File: config.mk
export PLATFORM = sky130hd
export DESIGN_NAME = lexicographic_permutation_generator_flat
export DESIGN_NICKNAME = d
export VERILOG_FILES = /design/src/rtl/core/lpg_pkg.sv /design/src/rtl/core/lpg_req_if.sv /design/src/rtl/core/lpg_rsp_if.sv /design/src/rtl/core/lexicographic_permutation_generator.sv /design/src/rtl/core/lpg_cell.sv /design/src/flat_wrapper.sv
export VERILOG_INCLUDE_DIRS = /design/src /design/src/rtl/core
export SDC_FILE = /design/constraint.sdc
export NUM_CORES = 1
export LEC_CHECK = 0
export BUFFER_PORTS_ARGS = -buffer_cell sky130_fd_sc_hd__clkbuf_2
export CAP_MARGIN = 20
export CORE_MARGIN = 8
export CORE_UTILIZATION = 31
export CTS_CLUSTER_DIAMETER = 80
export CTS_CLUSTER_SIZE = 14
export DETAILED_ROUTE_END_ITERATION = 16
export GPL_ROUTABILITY_DRIVEN = 0
export PLACE_DENSITY_LB_ADDON = 0.2
export SYNTH_ARGS = -nofsm -noshare
export SYNTH_HDL_FRONTEND = slang
export SYNTH_HIERARCHICAL = 1
export SYNTH_SLANG_ARGS = --single-unit
File: constraint.sdc
create_clock -name clock -period 5.1 [get_ports clock]
set_input_delay 0.255 -clock clock [delete_from_list [all_inputs] [get_ports clock]]
set_output_delay 0.255 -clock clock [all_outputs]
set_load 0.01 [all_outputs]
File: src/rtl/core/lexicographic_permutation_generator_assert.svh
// ----------------------------------------------------------------------------
// Assertion macros for the permutation generator
// Shared forms for the concurrent checks of the block.
// ----------------------------------------------------------------------------
`ifndef LEXICOGRAPHIC_PERMUTATION_GENERATOR_ASSERT_SVH
`define LEXICOGRAPHIC_PERMUTATION_GENERATOR_ASSERT_SVH

// Same-cycle implication, disabled during reset.
`define LPG_ASSERT_IMP(label, clk, rst, pre, post) \
   label: assert property (@(posedge clk) disable iff (rst) (pre) |-> (post)) \
      else $error("lpg: same-cycle check failed");

// Next-cycle implication, disabled during reset.
`define LPG_ASSERT_NXT(label, clk, rst, pre, post) \
   label: assert property (@(posedge clk) disable iff (rst) (pre) |=> (post)) \
      else $error("lpg: next-cycle check failed");

`endif

File: src/rtl/core/lpg_pkg.sv
// ----------------------------------------------------------------------------
// Permutation generator package
// Widths, cell operation codes and the control and link records of the cells.
// ----------------------------------------------------------------------------
package lpg_pkg;

   localparam int MAX_LENGTH_DEF = 8;
   localparam int ELEM_W         = 3;
   localparam int LEN_W          = 4;
   localparam int PACKED_W       = 24;
   localparam int RANK_W         = 16;

   typedef enum logic [1:0] {
      CELL_HOLD,
      CELL_IDENTITY,
      CELL_WRITE,
      CELL_SORT
   } cell_op_type;

   typedef struct packed {
      cell_op_type         op;
      logic [ELEM_W-1:0]   wr_value;
      logic                in_suffix;
      logic                parity;
   } cell_ctrl_type;

   typedef struct packed {
      logic [ELEM_W-1:0]   value;
      logic                in_suffix;
   } cell_link_type;

endpackage

File: src/rtl/core/lpg_req_if.sv
// ----------------------------------------------------------------------------
// Request channel
// Valid/ready channel carrying the restart flag of one request.
// ----------------------------------------------------------------------------
interface lpg_req_if;
   logic valid;
   logic ready;
   logic restart;

   modport source (output valid, output restart, input ready);
   modport sink   (input valid, input restart, output ready);
endinterface

File: src/rtl/core/lpg_rsp_if.sv
// ----------------------------------------------------------------------------
// Response channel
// Valid/ready channel carrying one packed permutation, its rank and last flag.
// ----------------------------------------------------------------------------
interface lpg_rsp_if;
   logic                          valid;
   logic                          ready;
   logic [lpg_pkg::PACKED_W-1:0]  perm_packed;
   logic [lpg_pkg::RANK_W-1:0]    perm_index;
   logic                          final_res;

   modport source (output valid, output perm_packed, output perm_index,
                   output final_res, input ready);
   modport sink   (input valid, input perm_packed, input perm_index,
                   input final_res, output ready);
endinterface

File: src/rtl/core/lexicographic_permutation_generator.sv
// ----------------------------------------------------------------------------
// Lexicographic permutation generator
// Each request returns the next permutation of 0..n-1 in lexicographic order,
// packed three bits per element, with its rank and a flag on the last
// (descending) one, after which the sequence wraps to the identity; a request
// with restart set returns to the identity first. n is the 4-bit length
// register (0 acts as 1, values above MAX_LENGTH as MAX_LENGTH); change it only
// with a restart. The response leaves in the cycle after the request is
// accepted, then the row of cells steps the stored permutation: a swap of
// pivot and successor, then MAX_LENGTH odd-even exchange passes that sort the
// suffix; when the emitted permutation is the last, the cells load the
// identity instead and do not step. A new request is taken once the cells are
// done and the response register is free or being read.
// ----------------------------------------------------------------------------
module lexicographic_permutation_generator #(
   parameter int MAX_LENGTH = lpg_pkg::MAX_LENGTH_DEF
) (
   input  logic                        clock,
   input  logic                        reset,
   lpg_req_if.sink                     req_ch,
   lpg_rsp_if.source                   rsp_ch,
   input  logic                        csr_wr_en,
   input  logic [lpg_pkg::LEN_W-1:0]   csr_wr_data
);

   `include "lexicographic_permutation_generator_assert.svh"

   localparam int EW    = lpg_pkg::ELEM_W;
   localparam int LW    = lpg_pkg::LEN_W;
   localparam int PW    = lpg_pkg::PACKED_W;
   localparam int RW    = lpg_pkg::RANK_W;
   localparam int IDX_W = (MAX_LENGTH > 1) ? $clog2(MAX_LENGTH) : 1;

   typedef enum logic [1:0] {
      ST_IDLE,
      ST_SWAP,
      ST_SORT
   } state_type;

   state_type              state_ff, state_in;
   logic [LW-1:0]          len_ff, len_in;
   logic [RW-1:0]          rank_ff, rank_in;
   logic [IDX_W-1:0]       pivot_ff, pivot_in;
   logic [IDX_W-1:0]       pass_ff, pass_in;
   logic                   rsp_valid_ff, rsp_valid_in;
   logic [PW-1:0]          packed_ff, packed_in;
   logic [RW-1:0]          index_ff, index_in;
   logic                   final_ff, final_in;

   lpg_pkg::cell_ctrl_type ctrl [MAX_LENGTH];
   lpg_pkg::cell_link_type link [MAX_LENGTH];

   logic [LW-1:0]          n_eff;
   logic [EW-1:0]          src [MAX_LENGTH];
   logic [MAX_LENGTH-1:0]  asc;
   logic                   found;
   logic [IDX_W-1:0]       pivot_new;
   logic [PW-1:0]          packed_src;
   logic [RW-1:0]          rank_src;
   logic [MAX_LENGTH-1:0]  suffix;
   logic [EW-1:0]          pivot_value;
   logic [IDX_W-1:0]       succ;
   logic [EW-1:0]          succ_value;
   logic                   req_ready;
   logic                   req_accept;

   // ---------------------------------------------------------------- cells
   for (genvar k = 0; k < MAX_LENGTH; k++) begin : g_cell
      lpg_pkg::cell_link_type left_l;
      lpg_pkg::cell_link_type right_l;
      if (k == 0) begin : g_left_edge
         assign left_l = '0;
      end else begin : g_left
         assign left_l = link[k-1];
      end
      if (k == MAX_LENGTH - 1) begin : g_right_edge
         assign right_l = '0;
      end else begin : g_right
         assign right_l = link[k+1];
      end
      lpg_cell #(.INDEX(k)) u_cell (
         .clock     (clock),
         .reset     (reset),
         .ctrl      (ctrl[k]),
         .left_nbr  (left_l),
         .right_nbr (right_l),
         .to_nbr    (link[k])
      );
   end

   // ------------------------------------------------------- length and source
   always_comb begin
      if (len_ff == '0) begin
         n_eff = LW'(1);
      end else if (len_ff > LW'(MAX_LENGTH)) begin
         n_eff = LW'(MAX_LENGTH);
      end else begin
         n_eff = len_ff;
      end
   end

   assign req_ready  = (state_ff == ST_IDLE) && (!rsp_valid_ff || rsp_ch.ready);
   assign req_accept = req_ch.valid && req_ready;
   assign rank_src   = req_ch.restart ? '0 : rank_ff;

   // The emitted permutation and its pivot, taken from the identity on restart.
   always_comb begin
      packed_src = '0;
      asc        = '0;
      found      = 1'b0;
      pivot_new  = '0;
      for (int k = 0; k < MAX_LENGTH; k++) begin
         src[k] = req_ch.restart ? EW'(k) : link[k].value;
      end
      for (int k = 0; k < MAX_LENGTH; k++) begin
         if (LW'(k) < n_eff) begin
            packed_src[EW*k +: EW] = src[k];
         end
      end
      for (int k = 0; k + 1 < MAX_LENGTH; k++) begin
         asc[k] = (LW'(k + 1) < n_eff) && (src[k] < src[k+1]);
      end
      for (int k = 0; k < MAX_LENGTH; k++) begin
         if (asc[k]) begin
            pivot_new = IDX_W'(k);
            found     = 1'b1;
         end
      end
   end

   // Successor: the rightmost suffix element above the pivot value.
   always_comb begin
      pivot_value = '0;
      succ        = '0;
      succ_value  = '0;
      for (int k = 0; k < MAX_LENGTH; k++) begin
         suffix[k] = (k > int'(pivot_ff)) && (LW'(k) < n_eff);
         if (IDX_W'(k) == pivot_ff) begin
            pivot_value = link[k].value;
         end
      end
      for (int k = 0; k < MAX_LENGTH; k++) begin
         if (suffix[k] && (link[k].value > pivot_value)) begin
            succ       = IDX_W'(k);
            succ_value = link[k].value;
         end
      end
   end

   // ---------------------------------------------------------- cell control
   always_comb begin
      for (int k = 0; k < MAX_LENGTH; k++) begin
         ctrl[k].op        = lpg_pkg::CELL_HOLD;
         ctrl[k].wr_value  = '0;
         ctrl[k].in_suffix = suffix[k];
         ctrl[k].parity    = pass_ff[0];
         case (state_ff)
            ST_IDLE: begin
               if (req_accept && (req_ch.restart || !found)) begin
                  ctrl[k].op = lpg_pkg::CELL_IDENTITY;
               end
            end
            ST_SWAP: begin
               if (IDX_W'(k) == pivot_ff) begin
                  ctrl[k].op       = lpg_pkg::CELL_WRITE;
                  ctrl[k].wr_value = succ_value;
               end else if (IDX_W'(k) == succ) begin
                  ctrl[k].op       = lpg_pkg::CELL_WRITE;
                  ctrl[k].wr_value = pivot_value;
               end
            end
            ST_SORT: begin
               ctrl[k].op = lpg_pkg::CELL_SORT;
            end
            default: begin
               ctrl[k].op = lpg_pkg::CELL_HOLD;
            end
         endcase
      end
   end

   // ------------------------------------------------------ sequencer
   always_comb begin
      state_in     = state_ff;
      len_in       = csr_wr_en ? csr_wr_data : len_ff;
      rank_in      = rank_ff;
      pivot_in     = pivot_ff;
      pass_in      = pass_ff;
      rsp_valid_in = rsp_valid_ff && !rsp_ch.ready;
      packed_in    = packed_ff;
      index_in     = index_ff;
      final_in     = final_ff;
      case (state_ff)
         ST_IDLE: begin
            if (req_accept) begin
               rsp_valid_in = 1'b1;
               packed_in    = packed_src;
               index_in     = rank_src;
               final_in     = !found;
               pivot_in     = pivot_new;
               if (found) begin
                  rank_in  = rank_src + RW'(1);
                  state_in = ST_SWAP;
               end else begin
                  rank_in  = '0;
               end
            end
         end
         ST_SWAP: begin
            pass_in  = '0;
            state_in = ST_SORT;
         end
         ST_SORT: begin
            if (pass_ff == IDX_W'(MAX_LENGTH - 1)) begin
               state_in = ST_IDLE;
            end else begin
               pass_in = pass_ff + IDX_W'(1);
            end
         end
         default: begin
            state_in = ST_IDLE;
         end
      endcase
   end

   always_ff @(posedge clock) begin
      if (reset) begin
         state_ff     <= ST_IDLE;
         len_ff       <= LW'(8);
         rank_ff      <= '0;
         pass_ff      <= '0;
         rsp_valid_ff <= 1'b0;
      end else begin
         state_ff     <= state_in;
         len_ff       <= len_in;
         rank_ff      <= rank_in;
         pass_ff      <= pass_in;
         rsp_valid_ff <= rsp_valid_in;
      end
      pivot_ff  <= pivot_in;
      packed_ff <= packed_in;
      index_ff  <= index_in;
      final_ff  <= final_in;
   end

   assign req_ch.ready       = req_ready;
   assign rsp_ch.valid       = rsp_valid_ff;
   assign rsp_ch.perm_packed = packed_ff;
   assign rsp_ch.perm_index  = index_ff;
   assign rsp_ch.final_res   = final_ff;

   // ------------------------------------------------------------ assertions
   `LPG_ASSERT_NXT(a_accept_fills_rsp, clock, reset, req_accept, rsp_valid_ff)
   `LPG_ASSERT_IMP(a_busy_blocks_req, clock, reset, state_ff != ST_IDLE, !req_ready)
   `LPG_ASSERT_NXT(a_wrap_clears_rank, clock, reset, req_accept && !found, rank_ff == '0)
   `LPG_ASSERT_IMP(a_sort_after_swap, clock, reset, state_ff == ST_SORT && pass_ff == '0, $past(state_ff) == ST_SWAP)

endmodule

File: src/rtl/core/lpg_cell.sv
// ----------------------------------------------------------------------------
// Permutation cell
// Holds one element; loads, swaps in a value, or takes part in an odd-even
// exchange with a neighbor inside the suffix being sorted.
// ----------------------------------------------------------------------------
module lpg_cell #(
   parameter int INDEX = 0
) (
   input  logic                   clock,
   input  logic                   reset,
   input  lpg_pkg::cell_ctrl_type ctrl,
   input  lpg_pkg::cell_link_type left_nbr,
   input  lpg_pkg::cell_link_type right_nbr,
   output lpg_pkg::cell_link_type to_nbr
);

   localparam int EW = lpg_pkg::ELEM_W;
   localparam logic [EW-1:0] IDENT = EW'(INDEX);
   localparam logic IS_ODD = ((INDEX % 2) == 1);

   logic [EW-1:0] value_ff;
   logic [EW-1:0] value_in;

   always_comb begin
      value_in = value_ff;
      case (ctrl.op)
         lpg_pkg::CELL_HOLD: begin
            value_in = value_ff;
         end
         lpg_pkg::CELL_IDENTITY: begin
            value_in = IDENT;
         end
         lpg_pkg::CELL_WRITE: begin
            value_in = ctrl.wr_value;
         end
         lpg_pkg::CELL_SORT: begin
            // A pass pairs cell k with k+1 where k has the parity of the pass.
            if (ctrl.parity == IS_ODD) begin
               if (ctrl.in_suffix && right_nbr.in_suffix && (value_ff > right_nbr.value)) begin
                  value_in = right_nbr.value;
               end
            end else begin
               if (ctrl.in_suffix && left_nbr.in_suffix && (left_nbr.value > value_ff)) begin
                  value_in = left_nbr.value;
               end
            end
         end
         default: begin
            value_in = value_ff;
         end
      endcase
   end

   always_ff @(posedge clock) begin
      if (reset) begin
         value_ff <= IDENT;
      end else begin
         value_ff <= value_in;
      end
   end

   assign to_nbr.value     = value_ff;
   assign to_nbr.in_suffix = ctrl.in_suffix;

endmodule
File: src/flat_wrapper.sv
// flat-port wrapper written by rule: the top's interface ports become plain ports
module lexicographic_permutation_generator_flat 
#(
   parameter int MAX_LENGTH = lpg_pkg::MAX_LENGTH_DEF
)
  (clock, reset, csr_wr_en, csr_wr_data, req_ch_valid, req_ch_restart, req_ch_ready, rsp_ch_valid, rsp_ch_perm_packed, rsp_ch_perm_index, rsp_ch_final_res, rsp_ch_ready);
  lpg_req_if req_ch_i ();
  lpg_rsp_if rsp_ch_i ();
  input  logic clock;
  input  logic reset;
  input  logic csr_wr_en;
  input  logic [lpg_pkg::LEN_W-1:0] csr_wr_data;
  input wire logic [$bits(req_ch_i.valid)-1:0] req_ch_valid;
  input wire logic [$bits(req_ch_i.restart)-1:0] req_ch_restart;
  output wire logic [$bits(req_ch_i.ready)-1:0] req_ch_ready;
  output wire logic [$bits(rsp_ch_i.valid)-1:0] rsp_ch_valid;
  output wire logic [$bits(rsp_ch_i.perm_packed)-1:0] rsp_ch_perm_packed;
  output wire logic [$bits(rsp_ch_i.perm_index)-1:0] rsp_ch_perm_index;
  output wire logic [$bits(rsp_ch_i.final_res)-1:0] rsp_ch_final_res;
  input wire logic [$bits(rsp_ch_i.ready)-1:0] rsp_ch_ready;
  assign req_ch_i.valid = req_ch_valid;
  assign req_ch_i.restart = req_ch_restart;
  assign req_ch_ready = req_ch_i.ready;
  assign rsp_ch_valid = rsp_ch_i.valid;
  assign rsp_ch_perm_packed = rsp_ch_i.perm_packed;
  assign rsp_ch_perm_index = rsp_ch_i.perm_index;
  assign rsp_ch_final_res = rsp_ch_i.final_res;
  assign rsp_ch_i.ready = rsp_ch_ready;
  lexicographic_permutation_generator #(.MAX_LENGTH(MAX_LENGTH)) u_core (.clock(clock), .reset(reset), .req_ch(req_ch_i), .rsp_ch(rsp_ch_i), .csr_wr_en(csr_wr_en), .csr_wr_data(csr_wr_data));
endmodule
Word-level counts from Yosys, hierarchy flattened. Index checks and enable logic that the tools add are counted.

Register bits: 94. Bits in latches: 0. RAM bits: 0. Memory bits (read-only): 0. Word-level logic and storage cells: 310. Memories kept: 0.

Add/sub/neg operators: 2. $mul: 0. Div/mod/pow operators: 0. Magnitude comparators: 36. Eq/ne operators: 59. Shift operators: 0. Muxes and demuxes: 114. Bitwise logic cells: 7. Reductions and logical operators: 67.

Operator list (number): 3-bit two-way mux (55); 5-bit two-way mux (16); 3-bit one-hot mux with 3 select lines (7); 2-bit one-hot mux with 3 select lines (9); 3-bit > comparator (13); 1-bit logical AND (37); 2-bit == test (second input constant) (17); 16-bit two-way mux (2); 3-bit == test (first input constant) (8); 3-bit AND reduction (8); 3-bit < comparator (7); 2-bit by 1-bit == test with 1-bit output (second input constant) (9); 2-bit zero test (9); 2-bit two-way mux (9); 16-bit by 1-bit adder with 16-bit output (second input constant) (1); 3-bit by 4-bit < comparator with 1-bit output (first input constant) (4); 3-bit inequality test (second input constant) (5); 2-bit by 3-bit == test with 1-bit output (first input constant) (4); 3-bit > comparator (first input constant) (4); 1-bit two-way mux (12); 3-bit one-hot mux with 2 select lines (2); 2-bit by 1-bit inequality test with 1-bit output (second input constant) (5); 3-bit by 2-bit inequality test with 1-bit output (second input constant) (3); 1-bit by 4-bit < comparator with 1-bit output (first input constant) (2); other kinds (19) (37).

Longest topological paths before layout.
Depth in word-level cells: 25. Gate-level depth with buffers: 24.

Hierarchy. Netlist, hierarchy kept.

By module, submodules not included: lexicographic_permutation_generator (instances 1, cells each 618, area each 5197.5 um^2); lpg_cell (u_core.g_cell[3].u_cell ...) (instances 2, cells each 49, area each 372.9 um^2); lpg_cell (u_core.g_cell[0].u_cell) (instances 1, cells each 54, area each 412.9 um^2); lpg_cell (u_core.g_cell[1].u_cell) (instances 1, cells each 57, area each 400.4 um^2); lpg_cell (u_core.g_cell[4].u_cell) (instances 1, cells each 56, area each 394.1 um^2); lpg_cell (u_core.g_cell[2].u_cell) (instances 1, cells each 55, area each 392.9 um^2); lpg_cell (u_core.g_cell[6].u_cell) (instances 1, cells each 49, area each 370.4 um^2); lpg_cell (u_core.g_cell[7].u_cell) (instances 1, cells each 45, area each 351.6 um^2).

Least setup slack after synthesis. OpenSTA, ideal clock, no wires.

Kind: reg2reg. Start point: register u_core.pivot_ff[1]. End point: register u_core.g_cell[4].u_cell.value_ff[2]. Arrival time: 4533 ps. Required time: 4970 ps. Path slack: 437 ps. Cell stages (with the launch flop): 24. Path buffers: 4. Period minus slack after synthesis: 4663 ps. Cells stage by stage: edfxtp_1 > buf_6 > buf_2 > buf_1 > nor3b_1 > a22oi_1 > o21ai_0 > a21oi_1 > nor2_1 > ha_1 > nand2_1 > nor3_1 > a311oi_1 > o21a_1 > o31ai_1 > or4b_4 > buf_6 > a41oi_1 > nor2_1 > nor2_1 > a21oi_1 > nor3_1 > o21ai_0 > a21boi_0.

RTL lines: from (decl) (line lexicographic_permutation_generator.sv:43) `logic [IDX_W-1:0] pivot_ff, pivot_in;`; from (signal assigned) (line lexicographic_permutation_generator.sv:240) `pivot_ff <= pivot_in;`; to (signal assigned) (line lpg_cell.sv:58) `value_ff <= value_in;`; to (decl) (line lpg_cell.sv:21) `logic [EW-1:0] value_ff;`.

==> impl_metrics.tcl <==
set metrics [dict create \
    status "finished clean" \
    power_density_nw_per_um2 271 \
    finalPower_uw 2550 \
    synth_top_cell_by_area "edfxtp_1" \
    nets 1199 \
    rsz0062_at_grt "false" \
    worst_path_max_delay_cell "edfxtp_1" \
    die_area_sq_um 32100 \
    antenna_found_initial 0 \
    async_reset_ff_frac 0 \
    synth_edf_count 44 \
    crit_path_max_incr_delay_ns 0.71 \
    cts_buffers 9 \
    ys_ff_latch 94 \
    syn_avg_cell_area_sq_um 8.01 \
    finalCriticalPeriod_ns 4.74 \
    post-dp-hpwl_microns 18900 \
    cts_tree "yes" \
    max_slew.worst_pin.slew_ns 0.792 \
    drive_gt1_frac 0.139 \
    start_util 0.316 \
    io-pin-count 53 \
    port_buffers 52 \
    synth_cells 1032 \
    post_drt_via_cell_ratio 5.40 \
    path_common_cell "o21ai_0" \
    grt_start_max_net_pins 57 \
    ant_nets 0 \
    path_clk_slew_ns 0.08 \
    slew_violations 0 \
    cp-start-kind "register" \
    arrival_ns 5.02 \
    n_fill_cell 2788 \
    yosysMostFrequentCell "nor2_1" \
    synth-seq-area-share 0.281 \
    cts_resized 0 \
    rows 59 \
    track_usage 0.160 \
    fmaxAchievable_mhz 211 \
    gr-total-overflow 0 \
    insertion_delay_ns 0.36 \
    cts_root_buffer "clkbuf_16" \
    drc 0 \
    critPathKind "register to register" \
    cap_violations 0 \
    final_hold_viol_count 0 \
    core_area_sq_um 26100 \
    finClkSkew_ns 0.0108 \
    syn-cell-area_sq_um 8270 \
    multiInputGateArea_sq_um 5440 \
    hold_path_class "input port to register" \
    wl_microns 25900 \
    leakage_uw 0.00386 \
    synth_cell_types 86 \
    end_kind "register" \
    drt-pass1-iter-count 5 \
    synthTopCellsByArea "edfxtp_1, dfxtp_1, ha_1, nor2_1, inv_1" \
    wl_per_cell_microns 17.8 \
    crit_chain "nand3b_1 > o21ai_0 > a22oi_1 > o21ai_0 > a21oi_1 > nor2_1 > buf_4 > ha_1 > and3b_1 > o22ai_1 > nor4_1 > o21ai_0 > o21ai_0 > o221a_2 > o21ai_1 > buf_4 > a221oi_1 > nor2_1 > a211oi_1 > o21ai_0 > a31oi_1" \
    min_period_over_period 0.930 \
    synth_top_area_share 0.160 \
    first_iter_violations 516 \
    area_growth_pct 13.8 \
    worstPathMaxFanout 17 \
    htreeDepth 3 \
    yosysWarnings 6 \
    cts.path.max_buffers 2 \
    grt_pass1_wl_microns 40500 \
    die_h_microns 179 \
    seqCellArea_sq_um 2320 \
    max-slew-margin-rel 0.469 \
    fin_setup_tns_ns 0 \
    diodes 0 \
    routed-via-count 7834 \
    synthTopCellsByCount "nor2_1, inv_1, nand2_1" \
    cts_sinks 94 \
    synth_ff_type "dfxtp_1" \
    die_x_microns 179 \
    peakVddDrop_mv 0.143 \
    grt_pass1_vias 7252 \
    setup_viol 0 \
    worstPathRequired_ns 5.38 \
]
path summary, 6_finish.rpt:
kind	depth (start not counted)	slack, ns	endpoint	from
min reg2reg	2	0.48	u_core/rank_ff[13]$_SDFFE_PP0P_	u_core/rank_ff[13]$_SDFFE_PP0P_
max	21	0.36	u_core/g_cell[1].u_cell/value_ff[1]$_SDFFE_PP0P_	u_core/pivot_ff[1]$_SDFFCE_PP1P_
max reg2reg	21	0.36	u_core/g_cell[1].u_cell/value_ff[1]$_SDFFE_PP0P_	u_core/pivot_ff[1]$_SDFFCE_PP1P_
min	2	0.1	u_core/len_ff[3]$_SDFFE_PP1P_	csr_wr_data[3]
kinds of logic after synthesis:
kind of cell | share of synthesized area
fa+ha+maj | 0.120
simple gates | 0.249
xor+xnor | 0.00212
other cells | 0.000454
buf+inv | 0.0690
flops | 0.281
compound gates | 0.238
mux | 0.0403
critical path: cells and delay by family (launching register included):
family                     cells  cell delay, ns
and+or+nand+nor                5            0.88
adders and majority gates      1            0.21
buffers and inverters          2            0.40
DFF                            1            0.71
AOI/OAI and AO/OA             13            2.46
layout by cell type, fill, tap and decap left out, types with 31 or more instances in the layout:
| cell | Yosys | layout |
|---|---|---|
| edfxtp_1 | 44 | 44 |
| nand2_1 | 89 | 88 |
| nor2b_1 | 33 | 33 |
| dfxtp_1 | 50 | 49 |
| buf_4 | 10 | 43 |
| a21oi_1 | 57 | 57 |
| ha_1 | 79 | 79 |
| nor2_1 | 122 | 122 |
| clkbuf_2 | 0 | 52 |
| inv_1 | 90 | 90 |
| o21ai_0 | 53 | 53 |
| mux2i_1 | 31 | 31 |
through the flow:
step / cell area, sq um / instances / worst slack, ns / hold WS (ns) / utilization
6_report: 9400 / 1450 / 0.356 / 0.0959 / 0.360
5_1_grt: 9400 / 1450 / 0.0103 / 0.0992 / 0.360
4_1_cts: 9370 / 1445 / 0.313 / 0.0932 / 0.358
3_5_place_dp: 9060 / 1429 / 0.356 / 0.471 / 0.347
3_3_place_gp: 9060 / 1429 / 0.389 / 0.463 / 0.347
2_1_floorplan: 8330 / 1048 / 0.437 / 0.317 / -
report_power, final:
group | switching, uW | internal (uW)
Clock | 354 | 348
Sequential | 56.2 | 847
Combinational | 597 | 349
Total | 1010 | 1540
repair_timing:
action | 4_1_cts | 5_1_grt
hold buffers | 0 | 0
hold endpoints to repair | 0 | 0
setup endpoints to repair | 0 | 6
buffers inserted | 0 | 5
state kept, by name (all words and copies together) (netlist names):
name,flops
u_core/rsp_ch.final_res,1
u_core/pivot_ff,3
u_core/rsp_ch.valid,1
u_core/pass_ff,3
u_core/rsp_ch.perm_index,16
u_core/rsp_ch.perm_packed,24
u_core/g_cell.u_cell/value_ff,24
u_core/rank_ff,16
u_core/state_ff,2
u_core/len_ff,4
area by class of cell:
| cell class | count | area share |
|---|---|---|
| clock buffer | 9 | 0.0240 |
| clock inverter | 7 | 0.00798 |
| inverter | 91 | 0.0363 |
| multi-input combinational | 819 | 0.578 |
| sequential | 94 | 0.247 |
| tap | 335 | 0.0446 |
| timing repair buffer | 95 | 0.0620 |
routing by layer:
metal,vias to the layer above,wire [microns],track usage
li1,3933,-,-
met5,-,0,0
met3,28,1210,0.0259
met4,0,416,0.0396
met2,194,11900,0.261
met1,3679,12400,0.217
Note: power is estimated with default switching activity, not from simulation.
